===== src/rtl/core/rbcd_pkg.sv =====
`default_nettype none

package rbcd_pkg;

    // Built slot count used when the top level is not overridden.
    localparam int DEF_SLOTS = 64;

    // Milliseconds per second for the stall limit.
    localparam int MS_PER_SEC = 1000;

    // Operation codes of the input transaction.
    localparam logic [2:0] OP_CLAIM    = 3'd0;
    localparam logic [2:0] OP_COMPLETE = 3'd1;
    localparam logic [2:0] OP_FAIL     = 3'd2;
    localparam logic [2:0] OP_CHECK    = 3'd3;
    localparam logic [2:0] OP_TICK     = 3'd4;
    localparam logic [2:0] OP_STOP     = 3'd5;

    // Result codes of the output transaction.
    localparam logic [2:0] RC_GRANT = 3'd0;
    localparam logic [2:0] RC_NONE  = 3'd1;
    localparam logic [2:0] RC_STALE = 3'd2;
    localparam logic [2:0] RC_ACC   = 3'd3;
    localparam logic [2:0] RC_STOP  = 3'd4;

    // Configuration register indexes.
    localparam logic [2:0] CFG_START   = 3'd0;
    localparam logic [2:0] CFG_END     = 3'd1;
    localparam logic [2:0] CFG_CHUNK   = 3'd2;
    localparam logic [2:0] CFG_SLOTS   = 3'd3;
    localparam logic [2:0] CFG_TIMEOUT = 3'd4;

    // Commands from the controller to the datapath.
    typedef struct packed {
        logic       capture;
        logic       div_total;
        logic       div_id;
        logic       save_total;
        logic       idx_clr;
        logic       idx_inc;
        logic       mul_id;
        logic       mul_first;
        logic       claim_commit;
        logic       adv_mul;
        logic       adv_commit;
        logic       complete_commit;
        logic       fail_commit;
        logic       stall_rd;
        logic       stall_chk;
        logic       busy_acc;
        logic       tick;
        logic       halt;
        logic       out_load;
        logic [2:0] code;
    } t_dp_cmd;

    // Status from the datapath to the controller.
    typedef struct packed {
        logic       div_done;
        logic       halted;
        logic [2:0] op;
        logic       id_match;
        logic       is_last;
        logic       cur_free;
        logic       cur_busy;
        logic       cur_done;
        logic       adv_ok;
        logic       first_past;
    } t_dp_sts;

endpackage

`default_nettype wire


===== src/rtl/core/rbcd_ctrl.sv =====
`default_nettype none

module rbcd_ctrl
    import rbcd_pkg::*;
(
    input  wire logic    i_clk,
    input  wire logic    i_rst_n,
    input  wire logic    i_in_valid,
    output logic         o_in_ready,
    output logic         o_out_valid,
    input  wire logic    i_out_ready,
    input  wire t_dp_sts i_sts,
    output t_dp_cmd      o_cmd
);

    typedef enum logic [11:0] {
        S_IDLE = 12'b0000_0000_0001,
        S_DIVT = 12'b0000_0000_0010,
        S_DISP = 12'b0000_0000_0100,
        S_SCAN = 12'b0000_0000_1000,
        S_CMUL = 12'b0000_0001_0000,
        S_CFIN = 12'b0000_0010_0000,
        S_ACMP = 12'b0000_0100_0000,
        S_DIVI = 12'b0000_1000_0000,
        S_SRD  = 12'b0001_0000_0000,
        S_SCHK = 12'b0010_0000_0000,
        S_CNT  = 12'b0100_0000_0000,
        S_OUT  = 12'b1000_0000_0000
    } t_state;

    t_state     r_state, n_state;
    logic       r_claim_mode, n_claim_mode;
    logic       r_seen_busy, n_seen_busy;
    logic [2:0] r_code, n_code;
    logic       r_out_valid, n_out_valid;
    t_dp_cmd    cmd;

    // Sequencer: dispatch on the operation, then scan, count and hand over.
    always_comb begin
        n_state      = r_state;
        n_claim_mode = r_claim_mode;
        n_seen_busy  = r_seen_busy;
        n_code       = r_code;
        n_out_valid  = r_out_valid && !i_out_ready;
        cmd          = '0;

        case (r_state)
            S_IDLE: begin
                if (i_in_valid) begin
                    cmd.capture   = 1'b1;
                    cmd.div_total = 1'b1;
                    n_state       = S_DIVT;
                end
            end
            S_DIVT: begin
                if (i_sts.div_done) begin
                    cmd.save_total = 1'b1;
                    n_state        = S_DISP;
                end
            end
            S_DISP: begin
                cmd.idx_clr = 1'b1;
                case (i_sts.op)
                    OP_CLAIM: begin
                        if (i_sts.halted) begin
                            n_code  = RC_STOP;
                            n_state = S_CNT;
                        end else begin
                            n_claim_mode = 1'b1;
                            n_seen_busy  = 1'b0;
                            n_state      = S_SCAN;
                        end
                    end
                    OP_COMPLETE, OP_FAIL: begin
                        cmd.div_id = 1'b1;
                        n_state    = S_DIVI;
                    end
                    OP_CHECK: begin
                        if (i_sts.halted) begin
                            n_code  = RC_STOP;
                            n_state = S_CNT;
                        end else begin
                            n_code  = RC_ACC;
                            n_state = S_SRD;
                        end
                    end
                    OP_TICK: begin
                        cmd.tick = 1'b1;
                        n_code   = RC_ACC;
                        n_state  = S_CNT;
                    end
                    OP_STOP: begin
                        cmd.halt = 1'b1;
                        n_code   = RC_STOP;
                        n_state  = S_CNT;
                    end
                    default: begin
                        n_code  = RC_NONE;
                        n_state = S_CNT;
                    end
                endcase
            end
            S_SCAN: begin
                if (r_claim_mode) begin
                    // Claim: stop at the lowest free slot.
                    if (i_sts.cur_free) begin
                        cmd.mul_id = 1'b1;
                        n_state    = S_CMUL;
                    end else if (i_sts.is_last) begin
                        if (r_seen_busy || i_sts.cur_busy) begin
                            n_code      = RC_NONE;
                            cmd.idx_clr = 1'b1;
                            n_state     = S_CNT;
                        end else begin
                            cmd.adv_mul = 1'b1;
                            n_state     = S_ACMP;
                        end
                    end else begin
                        n_seen_busy = r_seen_busy || i_sts.cur_busy;
                        cmd.idx_inc = 1'b1;
                    end
                end else begin
                    // After a completion: advance only if every slot is done.
                    if (!i_sts.cur_done) begin
                        cmd.idx_clr = 1'b1;
                        n_state     = S_CNT;
                    end else if (i_sts.is_last) begin
                        cmd.adv_mul = 1'b1;
                        n_state     = S_ACMP;
                    end else begin
                        cmd.idx_inc = 1'b1;
                    end
                end
            end
            S_CMUL: begin
                cmd.mul_first = 1'b1;
                n_state       = S_CFIN;
            end
            S_CFIN: begin
                cmd.claim_commit = 1'b1;
                cmd.idx_clr      = 1'b1;
                n_code           = i_sts.first_past ? RC_NONE : RC_GRANT;
                n_state          = S_CNT;
            end
            S_ACMP: begin
                cmd.idx_clr = 1'b1;
                if (i_sts.adv_ok) begin
                    cmd.adv_commit = 1'b1;
                end
                if (r_claim_mode && i_sts.adv_ok) begin
                    n_seen_busy = 1'b0;
                    n_state     = S_SCAN;
                end else begin
                    if (r_claim_mode) begin
                        n_code = RC_NONE;
                    end
                    n_state = S_CNT;
                end
            end
            S_DIVI: begin
                if (i_sts.div_done) begin
                    cmd.idx_clr = 1'b1;
                    if (!i_sts.id_match) begin
                        n_code  = RC_STALE;
                        n_state = S_CNT;
                    end else if (i_sts.op == OP_COMPLETE) begin
                        cmd.complete_commit = 1'b1;
                        n_code              = RC_ACC;
                        n_claim_mode        = 1'b0;
                        n_state             = S_SCAN;
                    end else begin
                        cmd.fail_commit = 1'b1;
                        n_code          = RC_ACC;
                        n_state         = S_CNT;
                    end
                end
            end
            S_SRD: begin
                cmd.stall_rd = 1'b1;
                n_state      = S_SCHK;
            end
            S_SCHK: begin
                cmd.stall_chk = 1'b1;
                if (i_sts.is_last) begin
                    cmd.idx_clr = 1'b1;
                    n_state     = S_CNT;
                end else begin
                    cmd.idx_inc = 1'b1;
                    n_state     = S_SRD;
                end
            end
            S_CNT: begin
                cmd.busy_acc = 1'b1;
                if (i_sts.is_last) begin
                    n_state = S_OUT;
                end
            end
            S_OUT: begin
                if (!r_out_valid || i_out_ready) begin
                    cmd.out_load = 1'b1;
                    n_out_valid  = 1'b1;
                    n_state      = S_IDLE;
                end
            end
            default: begin
                n_state = S_IDLE;
            end
        endcase
        cmd.code = r_code;
    end

    always_ff @(posedge i_clk) begin
        if (!i_rst_n) begin
            r_state      <= S_IDLE;
            r_claim_mode <= 1'b0;
            r_seen_busy  <= 1'b0;
            r_code       <= RC_NONE;
            r_out_valid  <= 1'b0;
        end else begin
            r_state      <= n_state;
            r_claim_mode <= n_claim_mode;
            r_seen_busy  <= n_seen_busy;
            r_code       <= n_code;
            r_out_valid  <= n_out_valid;
        end
    end

    assign o_in_ready  = (r_state == S_IDLE);
    assign o_out_valid = r_out_valid;
    assign o_cmd       = cmd;

    // An accepted transaction starts the chunk total division.
    a_accept_div: assert property (@(posedge i_clk) disable iff (!i_rst_n)
        (i_in_valid && o_in_ready) |=> (r_state == S_DIVT))
        else $error("accepted transaction did not start division");

    // A result is only loaded into a free or draining output register.
    a_out_free: assert property (@(posedge i_clk) disable iff (!i_rst_n)
        cmd.out_load |-> (!r_out_valid || i_out_ready))
        else $error("result overwrote a pending output");

    // A loaded result is presented in the next cycle.
    a_out_shown: assert property (@(posedge i_clk) disable iff (!i_rst_n)
        cmd.out_load |=> (r_out_valid && r_state == S_IDLE))
        else $error("loaded result not presented");

endmodule

`default_nettype wire


===== config.mk =====
export PLATFORM = sky130hd
export DESIGN_NAME = rbcd_ctrl
export DESIGN_NICKNAME = d
export VERILOG_FILES = /design/src/rtl/core/rbcd_pkg.sv /design/src/rtl/core/rbcd_ctrl.sv
export SDC_FILE = /design/constraint.sdc
export NUM_CORES = 1
export LEC_CHECK = 0
export ABC_AREA = 1
export ABC_CLOCK_PERIOD_IN_PS = 3600
export CORE_MARGIN = 10
export CORE_UTILIZATION = 60
export CTS_CLUSTER_DIAMETER = 60
export DETAILED_ROUTE_END_ITERATION = 10
export DONT_BUFFER_PORTS = 1
export GPL_TIMING_DRIVEN = 0
export PLACE_DENSITY = 0.77
export RECOVER_POWER = 100
export SYNTH_ARGS = -nofsm -noshare
export SYNTH_HDL_FRONTEND = slang
export SYNTH_SLANG_ARGS = --single-unit

===== constraint.sdc =====
create_clock -name i_clk -period 3.6 [get_ports i_clk]
set_input_delay 1.08 -clock i_clk [delete_from_list [all_inputs] [get_ports i_clk]]
set_output_delay 1.08 -clock i_clk [all_outputs]
set_load 0.03 [all_outputs]

==> qor.yml, run 1 <==
cells_and_area:
  syn_to_final_growth_pct: 1.764
  instances_no_fill: 307
  n_fill_cell: 257
  final_layout_size_suffix_gt1_share_pct: 11.55
  nNetsFinal: 294
  num_antenna_cells: 0
clock_tree:
  cts_resized: 0
  cts_setup_buffers: 0
  cts.reportedPaths.clkPinSlew_ns: 0.12
  clockBufferDepth: 2
  numCtsBuffers: 3
  ctsHoldBuffers: 0
  htreeDepth: 1
  cts_tree: "built"
  cts.sinks: 18
  clockRootBuffer: "clkbuf_4"
  insertion_delay_ns: 0.31
global_routing:
  grt_pass1_wl_mm: 7.603
  grt_overflow: 0
  grt_pass1_vias: 1648
  grt_usage_pct: 17.57
  antenna_found_initial: 0
  grt_max_degree: 11
power:
  p_per_area_nw_per_um2: 413.2
  leakage_nw: 0.8793
  ir_drop_mv: 0.4368
routing:
  drtPass1Iterations: 5
  viasPerCell: 5.769
  drt-initial-drc-count: 140
  num_vias: 1771
  wirelength_mm: 4.567
  antenna_left: 0
  drc: 0
  wl_per_cell_um: 14.88
critical_path:
  crit_family: "simple AND/OR/NAND/NOR gates"
  crit_fanout: 10
  cp_cell_sequence: "nor2_1 > nand2_1 > nor2_8 > buf_6 > nand2_1 > nor2_1 > buf_4"
  slowest_stage: "nor2_1"
  cp_slowest_stage_delay_ns: 0.49
  endpoint_kind: "output pin"
  cp_num_buf_inv: 2
  crit_start: "r_state[11]"
  arrival_ns: 2.28
  required_ns: 2.52
  worstSetupPathType: "register to output pin"
  start_kind: "register"
  rr_startpoint: "r_state[11]"
timing:
  setup_violations: 0
  timing.final.crit_share_pct: 93.24
  slew_viol_final: 0
  skew_ns: 0.001341
  finalHoldViolCount: 0
  relSlewSlack_pct: 15.07
  fin_tns_setup_ns: 0
  rsz0062_at_grt: "false"
  min_period_ns: 3.357
  worst_pin_slew_ns: 1.262
  max_freq_mhz: 297.9
synth:
  synth_cell_types: 27
  syn-cell-area_um2: 1632
  synth.avg_cell_area_um2: 6.021
  syn-num-nets: 287
  ys_seq_elements: 18
  synth-seq-area-share_pct: 22.09
  synth_warnings: 0
  synth_cells: 271
die:
  rows: 18
  start_util_pct: 64.11
  die_area_um2: 5205
  die_x_um: 72.15
  core_um2: 2545
  ioPinCount: 40
  die_h_um: 72.15
placed_design:
  dp_hpwl_mm: 3.703
  place_congestion: 0.9588
  dp.cells: 303
  io_buffers: 0
status:
  run_status: "completed"
flow_run:
  cap_violations: 0
worst_hold_path:
  hold_path_class: "register to register"
  hold_start: "r_seen_busy"
[registers in the layout (all words and copies together) (netlist names)]
register      count
r_seen_busy       1
r_code            3
o_out_valid       1
r_state          12
r_claim_mode      1
[layer usage]
metal	vias up	wire, um	global-route usage [%]
met1	781	1991	22.75
li1	888	-	-
met3	11	501	4.082
met4	0	83	6.452
met5	-	0	0
met2	91	1991	27.50
[synth_stat cells (all sizes together)]
cell type / n / share of area, %
a21oi: 12 / 3.7
buf: 4 / 2.3
clkinv: 1 / 0.23
dfxtp: 18 / 22
inv: 40 / 9.2
nand2: 65 / 18
nand3: 30 / 10
nand3b: 3 / 1.4
nand4: 9 / 3.8
nor2: 63 / 21
nor3: 9 / 2.8
nor4: 2 / 0.77
o211ai: 2 / 0.92
o21ai: 11 / 3.6
o22ai: 1 / 0.38
or3b: 1 / 0.54
[area by class of cell]
cell class                 count  area, um2  area share, %
sequential                    18      360.3          21.70
buffer                         4      27.53          1.658
timing repair buffer           2      7.507         0.4521
inverter                      41      153.9          9.269
tap                           30      37.54          2.261
multi-input combinational    208       1037          62.47
clock buffer                   4      36.28          2.185
[per-stage QoR]
step                setup WS, ns  util (%)  hold slack [ns]  instance area [um2]  total power, mW
floorplan                 0.5628         -           0.4689                 1632           0.5262
global placement          0.3826     65.59           0.5006                 1669           0.5756
detailed placement        0.3877     65.93           0.5041                 1678           0.5781
CTS                       0.3869     67.36           0.5291                 1714           0.7112
global route              0.1458     65.24           0.5708                 1660           0.7320
finish                    0.2435     65.24           0.5255                 1660           0.6861
[power breakdown]
part           switching, mW  internal (mW)
combinational          0.229         0.0891
sequential            0.0190          0.214
clock                 0.0728         0.0618
total                  0.321          0.365
[layout by cell type, fill, tap and decap left out, drive strengths merged]
cell type  count
dfxtp         18
a21oi         12
nand3b         3
clkinv         2
clkbuf         7
o22ai          1
nand3         30
o21ai         11
nor2          63
nor3           9
o211ai         2
nand2         65
or3b           1
buf            3
nor4           2
nand4          9
inv           39
[tightest hold or removal path, stage by stage, from the launching register on]
cell and delay (ns):
dfxtp_1 0.36, a21oi_1 0.05, nor2_1 0.09
[worst paths after layout]
check,slack (ns),endpoint,depth (start not counted)
worst max-delay path,0.24,o_cmd[21],7
worst min-delay path,0.53,r_seen_busy,2
worst max register to register,1.52,r_state[11],10
worst min register to register,0.53,r_seen_busy,2
[kinds of logic after synthesis]
group,after synthesis,share of synthesized area [%]
compound gates,26,8.589
buf+inv,45,11.73
simple gates,182,57.59
flops,18,22.09
Note: power is estimated with default switching activity, not from simulation.
==> inputs of run 2 (changes only) <==
Settings changed: ABC_AREA 1 to not set.
==> run 2 against run 1 <==
Effect of this change: the flow now finishes with violations (setup timing); hold slack improved by 0.061 ns; non-clock buffer count rose by 14; combinational power fell by 50%; critical path type unchanged; largest power group is now registers.
==> qor.yml, run 2 <==
timing:
  timing.final.crit_share_pct: 101.6  # was 93.24%
  skew_ns: 0.005606  # was 0.001341 ns
  fin_tns_setup_ns: -0.05643  # was 0 ns
  relSlewSlack_pct: 32.96  # was 15.07%
  finalHoldViolCount: 0  # unchanged
  worst_pin_slew_ns: 1.006  # was 1.262 ns
  rsz0062_at_grt: "true"  # was false
  max_freq_mhz: 273.5  # was 297.9 MHz
  setup_violations: 1  # was 0
  slew_viol_final: 0  # unchanged
  min_period_ns: 3.656  # was 3.357 ns
  setup_ws_ns: -0.05643  # was 0.2435 ns
synth:
  synth_top_area_share_pct: 21.30  # was 22.09%
  synth_warnings: 0  # unchanged
  synthArstFlopShare_pct: 0  # unchanged
  synthFlopType: "dfxtp_1"  # unchanged
  synth_cell_types: 71  # was 27
  yosys.area.top_type: "dfxtp_1"  # unchanged
  synth-simple-area-share_pct: 42.97  # was 57.59%
  synth.cells.most_frequent: "nor2_1, dfxtp_1, nand2_1"  # was nand2_1, nor2_1, inv_1, nand3_1, dfxtp_1
  synth_edf_count: 0  # unchanged
  synthMuxAreaShare_pct: 0  # unchanged
  synthXorXnorAreaFrac_pct: 3.107  # was 0%
  synth.avg_cell_area_um2: 8.212  # was 6.021 um2
  synth_top_family_by_area: "simple AND/OR/NAND/NOR gates"  # unchanged
  synth_compound_area_share_pct: 23.74  # was 8.589%
  synth_area_leaders: "dfxtp_1, nor2_1, clkbuf_8"  # was dfxtp_1, nand2_1, nor2_1
  synth-seq-area-share_pct: 21.30  # was 22.09%
  syn-cell-area_um2: 1692  # was 1632 um2
  post_synth_fa_ha_maj_area_fraction_pct: 0  # unchanged
  syn-num-nets: 222  # was 287
  ys_seq_elements: 18  # unchanged
  synth_cells: 206  # was 271
  synth.most_common_cell: "nor2_1"  # was nand2_1
critical_path:
  slowest_stage: "nor4b_4"  # was nor2_1
  start_kind: "register"  # unchanged
  required_ns: 2.52  # about the same
  regToRegSetupSlack_ns: 0.89  # was 1.52 ns
  arrival_ns: 2.58  # was 2.28 ns
  cp_num_buf_inv: 2  # unchanged
  reg2reg_depth: 8  # was 10
  worstSetupPathType: "register to output pin"  # unchanged
  worst-path-stages: 6  # was 7
  cp_cell_sequence: "clkbuf_8 > or3_4 > or3_4 > nor4b_4 > and2_4 > buf_6"  # was nor2_1 > nand2_1 > nor2_8 > buf_6 > nand2_1 > nor2_1 > buf_4
  crit_start: "r_state[7]"  # was r_state[11]
  crit_family: "simple AND/OR/NAND/NOR gates"  # unchanged
  cp_slowest_stage_delay_ns: 0.50  # was 0.49 ns
  rr_startpoint: "r_state[7]"  # was r_state[11]
  r2r_end: "r_state[10]"  # was r_state[11]
  cp_common_cell: "or3_4"
  endpoint_kind: "output pin"  # unchanged
  crit_fanout: 10  # unchanged
  crit_end: "o_cmd[21]"  # unchanged
flow_run:
  cap_violations: 0  # unchanged
cells_and_area:
  nNetsFinal: 235  # was 294
  instances_no_fill: 249  # was 307
  regMostFlops: "r_state"  # unchanged
  syn_to_final_growth_pct: 14.13  # was 1.764%
  top_regs: "r_state x12, r_code x3"  # unchanged
  layout_commonest_cell: "nor2_1"  # was nand2_1
  final_layout_size_suffix_gt1_share_pct: 30.73  # was 11.55%
  num_antenna_cells: 0  # unchanged
  largest_reg_flops: 12  # unchanged
  layout.cells.most_common_list: "nor2_1, dfxtp_1, buf_4"  # was nand2_1, nor2_1, inv_1
clock_tree:
  insertion_delay_ns: 0.31  # about the same
  cts.reportedPaths.clkPinSlew_ns: 0.12  # about the same
  htreeDepth: 1  # unchanged
  cts.sinks: 18  # unchanged
  numCtsBuffers: 3  # unchanged
  ctsHoldBuffers: 0  # unchanged
  cts_tree: "built"  # unchanged
  clockBufferDepth: 2  # unchanged
  clockRootBuffer: "clkbuf_4"  # unchanged
global_routing:
  grt_usage_pct: 19.20  # was 17.57%
  grt_max_degree: 11  # unchanged
  antenna_found_initial: 0  # unchanged
  grt_pass1_vias: 1700  # was 1648
  grt_overflow: 0  # unchanged
  grt_pass1_wl_mm: 8.418  # was 7.603 mm
placed_design:
  dp.cells: 237  # was 303
  dp_hpwl_mm: 3.979  # was 3.703 mm
  io_buffers: 0  # unchanged
  place_congestion: 0.9333  # was 0.9588
routing:
  drt-initial-drc-count: 173  # was 140
  wirelength_met1_mm: 2.085  # was 1.991 mm
  wl_per_cell_um: 21.71  # was 14.88 um
  drc: 0  # unchanged
  antenna_left: 0  # unchanged
  wl_met3_um: 654  # was 501 um
  viasPerCell: 7.112  # was 5.769
  wl_met2_mm: 2.444  # was 1.991 mm
  drtPass1Iterations: 6  # was 5
  wirelength_mm: 5.406  # was 4.567 mm
  maxUsedRoutingLayer: "met4"  # unchanged
  num_vias: 1771  # unchanged
die:
  die_area_um2: 5343  # was 5205 um2
  rows: 19  # was 18
  die_h_um: 73.10  # was 72.15 um
  start_util_pct: 61.88  # was 64.11%
  ioPinCount: 40  # unchanged
  die_x_um: 73.10  # was 72.15 um
  core_um2: 2734  # was 2545 um2
power:
  p_per_area_nw_per_um2: 258.9  # was 413.2 nW/um2
  ir_drop_mv: 0.3195  # was 0.4368 mV
  leakage_nw: 0.7268  # was 0.8793 nW
worst_hold_path:
  hold_path_class: "register to register"  # unchanged
status:
  violations: "setup timing"
  run_status: "complete, but fails checks"  # was completed
-- run 2: kinds of logic after synthesis --
logic type	count (synthesis)
xor gates and xnor gates	6
and+or+nand+nor	108
DFF	18
AOI/OAI and AO/OA	54
buffers and inverters	20
-- run 2: repair_timing --
item	CTS	global route
resized for setup	21	8
buffers inserted	4	5
pin swaps	6	5
endpoints found under the setup margin	7	6
cloned	0	0
-- run 2: how the worst min path moves through the flow --
stage	depth (start not counted)	from	end
finish	1	r_seen_busy	r_seen_busy
global route	1	r_seen_busy	r_seen_busy
CTS	1	r_seen_busy	r_seen_busy
detailed placement	1	r_seen_busy	r_seen_busy
global placement	1	r_seen_busy	r_seen_busy
floorplan	1	r_seen_busy	r_seen_busy
-- run 2: final cells by class --
cell class | count | area (um2)
Fill cell | 229 | 803.3
Tap cell | 31 | 38.79
Inverter | 8 | 30.03
Timing Repair Buffer | 9 | 67.56
Sequential cell | 18 | 372.9
Clock buffer | 4 | 36.28
Multi-Input combinational cell | 168 | 1272
Buffer | 11 | 112.6
-- run 2: layer usage --
layer,GRT usage [%],vias up
met5,0,-
met4,8.228,0
met3,6.939,30
met2,30.47,127
met1,22.57,815
li1,-,799
-- run 2: worst reg2reg max path: stages (launching register included) --
cell and delay (ns):
dfxtp_4 0.37, buf_4 0.14, nor4_4 0.37, nand2_2 0.13, buf_4 0.17, nor4_4 0.53
a221oi_1 0.39, and2_1 0.25, o221a_2 0.27
-- run 2: stage by stage --
stage	setup slack [ns]	power [mW]	utilization [%]	hold WS, ns	area (um2)
floorplan	0.02586	0.3183	-	0.4941	1692
global placement	-0.1088	0.3376	63.30	0.5270	1730
detailed placement	-0.1189	0.3396	63.30	0.5481	1730
CTS	-0.1355	0.4801	68.24	0.5776	1866
global route	-0.1502	0.5184	70.62	0.5902	1931
finish	-0.05643	0.4998	70.62	0.5861	1931
-- run 2: where the power goes --
| part | switching, mW | internal [mW] | leakage [nW] |
|---|---|---|---|
| Sequential | 0.00378 | 0.201 | 0.148 |
| Combinational | 0.0893 | 0.0686 | 0.557 |
| Clock | 0.0750 | 0.0617 | 0.0210 |
